==> src/rtl/slnc_pkg.sv <==
// Shared constants, types and the coefficient table of the scratch low-pass noise colorer.
package slnc_pkg;

   typedef longint unsigned u64_type;

   localparam int SAMPLE_W  = 24;
   localparam int EXP_DEPTH = 64;
   localparam int IDX_W     = $clog2(EXP_DEPTH);
   localparam int COEF_W    = 17;
   localparam int SR_W      = 18;
   localparam int FC_W      = 14;
   localparam int Q_W       = 16;

   localparam u64_type TWO_PI_Q30 = 64'd6746518852;
   localparam u64_type ONE_Q30    = 64'd1073741824;

   localparam logic [SR_W-1:0] SR_RESET   = 18'd48000;
   localparam logic [1:0]      NCH_RESET  = 2'd2;
   localparam logic [31:0]     SEED_RESET = 32'h9e37_79b9;
   localparam logic [31:0]     LCG_MUL    = 32'd1664525;
   localparam logic [31:0]     LCG_ADD    = 32'd1013904223;

   localparam logic [14:0] STRENGTH_HIGH   = 15'd18842;
   localparam logic [14:0] STRENGTH_NORMAL = 15'd13435;
   localparam logic [13:0] BASE_HIGH       = 14'd7200;
   localparam logic [13:0] BASE_NORMAL     = 14'd11200;
   localparam logic [15:0] K_SPEED         = 16'd34079;
   localparam logic [15:0] K_REVERSE       = 16'd12452;
   localparam logic [21:0] K_AMP_SLOPE     = 22'd2791729;
   localparam logic [22:0] K_AMP_BASE      = 23'd3006477;
   localparam logic [12:0] K_SMOOTH        = 13'd5898;
   localparam logic [FC_W-1:0] FC_FLOOR    = 14'd2600;

   localparam logic       CSR_SAMPLE_RATE = 1'b0;
   localparam logic       CSR_CHANNELS    = 1'b1;
   localparam logic [1:0] LEVEL_OFF       = 2'd0;
   localparam logic [1:0] LEVEL_NORMAL    = 2'd1;
   localparam logic [1:0] LEVEL_HIGH      = 2'd2;

   typedef logic [COEF_W-1:0] coef_type;
   typedef coef_type coef_table_type [EXP_DEPTH];

   typedef struct packed {
      logic           done;
      logic [Q_W-1:0] quotient;
   } div_result_type;

   // Divides a series term by its index; each arm for 2 to 14 uses a fixed divisor, others pass it through.
   function automatic u64_type div_by_index(u64_type v, int n);
      case (n)
         2:       div_by_index = v / 64'd2;
         3:       div_by_index = v / 64'd3;
         4:       div_by_index = v / 64'd4;
         5:       div_by_index = v / 64'd5;
         6:       div_by_index = v / 64'd6;
         7:       div_by_index = v / 64'd7;
         8:       div_by_index = v / 64'd8;
         9:       div_by_index = v / 64'd9;
         10:      div_by_index = v / 64'd10;
         11:      div_by_index = v / 64'd11;
         12:      div_by_index = v / 64'd12;
         13:      div_by_index = v / 64'd13;
         14:      div_by_index = v / 64'd14;
         default: div_by_index = v;
      endcase
   endfunction

   // Integer series for exp(-y), evaluated once at elaboration.
   function automatic coef_table_type build_coef_table();
      coef_table_type t;
      u64_type y;
      u64_type z;
      u64_type term;
      u64_type e;
      longint  sum;
      for (int k = 0; k < EXP_DEPTH; k++) begin
         y = (TWO_PI_Q30 * u64_type'(k)) / (EXP_DEPTH - 1);
         z = y >> 3;
         term = ONE_Q30;
         sum = longint'(ONE_Q30);
         for (int n = 1; n <= 14; n++) begin
            term = div_by_index((term * z) >> 30, n);
            if (n[0]) begin
               sum = sum - longint'(term);
            end else begin
               sum = sum + longint'(term);
            end
         end
         e = (sum > 0) ? u64_type'(sum) : 64'd0;
         for (int n = 0; n < 3; n++) begin
            e = (e * e) >> 30;
         end
         t[k] = COEF_W'((ONE_Q30 - e + 64'd8192) >> 14);
      end
      return t;
   endfunction

   localparam coef_table_type COEF_TABLE = build_coef_table();

endpackage

==> src/rtl/slnc_divider.sv <==
// Restoring divider for the cutoff ratio, one quotient bit per cycle.
module slnc_divider (
   input  logic                          clock,
   input  logic                          reset,
   input  logic                          start,
   input  logic [slnc_pkg::FC_W-1:0]     numer,
   input  logic [slnc_pkg::SR_W-1:0]     denom,
   output slnc_pkg::div_result_type      result
);

   logic                        busy_ff;
   logic                        done_ff;
   logic [$clog2(slnc_pkg::Q_W)-1:0] cnt_ff;
   logic [slnc_pkg::SR_W-1:0]   den_ff;
   logic [slnc_pkg::SR_W-1:0]   rem_ff;
   logic [slnc_pkg::Q_W-1:0]    q_ff;
   logic [slnc_pkg::SR_W:0]     rem_sh_in;
   logic                        fits_in;

   // The remainder always stays below the divisor, so one compare per bit.
   assign rem_sh_in = {rem_ff, 1'b0};
   assign fits_in   = rem_sh_in >= {1'b0, den_ff};

   always_ff @(posedge clock) begin
      if (reset) begin
         busy_ff <= 1'b0;
         done_ff <= 1'b0;
         cnt_ff  <= '0;
      end else begin
         done_ff <= 1'b0;
         if (start) begin
            busy_ff <= 1'b1;
            cnt_ff  <= '0;
            den_ff  <= denom;
            rem_ff  <= {{(slnc_pkg::SR_W - slnc_pkg::FC_W){1'b0}}, numer};
            q_ff    <= '0;
         end else if (busy_ff) begin
            rem_ff <= fits_in ? slnc_pkg::SR_W'(rem_sh_in - {1'b0, den_ff})
                              : slnc_pkg::SR_W'(rem_sh_in);
            q_ff   <= {q_ff[slnc_pkg::Q_W-2:0], fits_in};
            cnt_ff <= cnt_ff + 1'b1;
            if (cnt_ff == $clog2(slnc_pkg::Q_W)'(slnc_pkg::Q_W - 1)) begin
               busy_ff <= 1'b0;
               done_ff <= 1'b1;
            end
         end
      end
   end

   assign result.done     = done_ff;
   assign result.quotient = q_ff;

endmodule

==> config.mk <==
export PLATFORM = sky130hd
export DESIGN_NAME = slnc_divider
export DESIGN_NICKNAME = d
export VERILOG_FILES = /design/src/rtl/slnc_pkg.sv /design/src/rtl/slnc_divider.sv
export SDC_FILE = /design/constraint.sdc
export NUM_CORES = 1
export LEC_CHECK = 0
export BUFFER_PORTS_ARGS = -buffer_cell sky130_fd_sc_hd__buf_2
export CAP_MARGIN = 20
export CORE_MARGIN = 2
export CORE_UTILIZATION = 57
export DETAILED_ROUTE_END_ITERATION = 6
export GPL_TIMING_DRIVEN = 0
export PLACE_DENSITY = 0.8
export SYNTH_ARGS = -nofsm -noshare
export SYNTH_HDL_FRONTEND = slang
export SYNTH_SLANG_ARGS = --single-unit
==> constraint.sdc <==
create_clock -name clock -period 3.59 [get_ports clock]
set_input_delay 0.718 -clock clock [delete_from_list [all_inputs] [get_ports clock]]
set_output_delay 0.718 -clock clock [all_outputs]
set_load 0.01 [all_outputs]
==> summary.md <==
| Metric | Value |
|---|---|
| Status | finished clean |
| Max-Cap Viols | 0 |
| Crit. End Element | flip-flop |
| Clock transition at the registers of the reported paths | 0.07 ns |
| Min cycle time layout | 2.941 ns |
| Post-CTS repair timing setup buffer count | 0 |
| Drt via density | 5.684 |
| Syn Area/Cell | 10.83 sq um |
| Critical path cell sequence | ha_1 > clkbuf_1 > a21oi_1 > o21ai_1 > a21oi_1 > a21oi_1 > a211oi_2 > clkbuf_1 > nand3b_1 > o311ai_0 |
| # diodes | 0 |
| Area grow syn2layout | 17.51% |
| Port bufs | 50 |
| Synthesis Warnings | 0 |
| Yosys top cell by area | edfxtp_1 |
| Required @ worst endpoint | 3.72 ns |
| Height of the die | 79.87 um |
| Max incr delay on CP | 0.49 ns |
| Share of flip-flops with an asynchronous set or reset | 0% |
| Hold Violations, Final | 0 |
| Proportion of netlist area held by the largest area contributor | 47.60% |
| Final HPWL DP | 4940 um |
| Antenna-violating nets left | 0 |
| Count leader, synth | edfxtp_1 |
| Largest net degree at the start of global routing | 24 |
| Gpl congestion | 0.8443 |
| Worst-path maximum fanout | 10 |
| Initial DRC count | 190 |
| Arrival time worst endpoint | 3.07 ns |
| Netlist cell types | 44 |
| Die Wd | 79.87 um |
| Worst slew pin tran | 0.5866 ns |
| Post-Syn Area | 0.003281 sq mm |
| Final Slew Violations | 0 |
| Syn Inst Count | 303 |
| Vias in the first global route | 2465 |
| Initial Util | 59.21% |
| Hold Crit Class | flip-flop to flip-flop |
| Static leakage | 0.001566 uW |
| Power after layout | 1833 uW |
| I/O pins | 52 |
| Startpoint type of the worst setup path | flip-flop |
| Critical-path top delay cell | clkbuf_1 |
| DRT Wirelength | 7051 um |
| Global route overflow | 0 |
| # resized after CTS | 0 |
| Seq/Total Area, Yosys | 51.26% |
| Die footprint | 0.006378 sq mm |
| Hold Slack | 0.5045 ns |
| # DRC | 0 |
| RSZ-0062 raised after global routing | false |
| CTS buffer count | 9 |
| CTS tree | yes |
| Slew margin rel. | 60.72% |
| F_max | 340.0 MHz |
| Worst-case vdd ir drop | 0.3258 mV |
| Row count | 27 |
| Top delay family on crit path | compound AO/OA/AOI/OAI gates |
| Main synth FF type | edfxtp_1 |
| Clock buffer depth | 2 |
| Worst Path Buf+Inv | 2 |
| Power per Cell Area | 475.5 mW/mm^2 |
| Top cells by area, synth | edfxtp_1, ha_1, nor2b_1 |
| First-pass GRT wire length | 11570 um |
| Final period utilization | 81.93% |
| Final setup violation count | 0 |
| CTS Hold Bufs | 0 |
| CP Class | flip-flop to flip-flop |
| Via Count | 2518 |
| Routed len/inst | 15.92 um |
| Fraction of layout cells with a size suffix above 1 | 21.83% |
| Top cells by count, synth | edfxtp_1, nand2_1, nor2b_1 |
| CP dominant cell by count | a21oi_1 |
| Clk_skew | 0.01039 ns |
| # nets final | 421 |
| Initial antenna violation count | 0 |
| Clk sinks | 58 |
| Seq cells post-synth | 58 |
| Pre-antenna DRT Iters | 4 |
| Core box area | 0.005540 sq mm |
| Root Driver | clkbuf_8 |
| Clk_lat worst skew | 0.35 ns |
| EDFF count, synth | 52 |
| Gr usage total | 24.38% |
| Net Count, Synth | 358 |
| H-Tree Depth | 3 |
## worst paths after layout
check / start / endpoint / slack [ns] / depth (start not counted)
worst min register to register: cnt_ff[3]$_SDFFE_PP0P_ / done_ff$_SDFF_PP0_ / 0.50 / 2
worst max register to register: rem_ff[7]$_DFFE_PP_ / rem_ff[4]$_DFFE_PP_ / 0.65 / 10
worst min-delay path: cnt_ff[3]$_SDFFE_PP0P_ / done_ff$_SDFF_PP0_ / 0.50 / 2
worst max-delay path: rem_ff[7]$_DFFE_PP_ / rem_ff[4]$_DFFE_PP_ / 0.65 / 10
## layer usage
layer / vias up / global-route usage, % / wire [um]
li1: 1239 / - / -
met1: 1180 / 31.95 / 3191
met2: 80 / 37.73 / 3305
met3: 19 / 6.787 / 401
met4: 0 / 11.02 / 153
met5: - / 0 / 0
## layout make-up
type                            count  area (sq um)
Buffer                             16         70.07
Clock inverter                      5         28.78
Tap cell                           72         90.09
Multi-Input combinational cell    211          1471
Sequential cell                    58          1682
Timing Repair Buffer               52         292.8
Inverter                           18         67.56
Fill cell                         436          1685
Clock buffer                       11         152.6
## power breakdown
group | switching (uW) | leakage, uW | internal, uW
clock | 270 | 0.0000980 | 288
sequential | 22.0 | 0.000549 | 800
combinational | 268 | 0.000919 | 185
## registers in the layout (all words and copies together) (netlist names)
signal   cells
busy_ff      1
cnt_ff       4
rem_ff      18
done_ff      1
q_ff        16
den_ff      18
## cells in the final DEF, fill, tap and decap left out, drive strengths merged, types with 2 or more instances in the layout
cell / count
buf: 58
o211ai: 5
nand3: 3
a211oi: 5
a21o: 6
nor4: 4
edfxtp: 52
mux2i: 6
nand3b: 5
nor3: 9
xor2: 12
o21a: 2
clkbuf: 21
nand2: 23
nor2: 20
clkinv: 5
a221o: 5
o31ai: 3
xnor2: 5
dfxtp: 6
nand2b: 2
nand4: 6
nor2b: 23
a21oi: 20
inv: 18
or3: 3
ha: 19
o21ai: 10
o311ai: 5
## logic make-up (layout without fill, tap and decap cells)
logic type | after synthesis | in the layout | synth area share [%]
AOI/OAI and AO/OA | 66 | 66 | 14.30
xor gates and xnor gates | 17 | 17 | 4.538
adders and majority gates | 20 | 20 | 7.857
buffers and inverters | 34 | 102 | 4.195
DFF | 58 | 58 | 51.26
muxes | 6 | 6 | 1.831
and+or+nand+nor | 102 | 102 | 16.02
## through the flow
step	utilization (%)	TNS (ns)	area (sq um)	setup WS (ns)	instances
final	69.58	0	3855	0.6487	443
after global routing	69.58	0	3855	0.4484	443
after CTS	69.58	0	3855	0.6869	443
after detailed placement	66.31	0	3674	0.7839	427
after global placement	65.36	-16.71	3621	-0.4817	425
after floorplan	-	0	3281	0.4347	303
## tightest hold or removal path, stage by stage (launching register included)
cell	delay, ns
dfxtp_1	0.32
nand2_1	0.08
nor3_1	0.06
No activity file was read; power rests on OpenSTA's default activity.
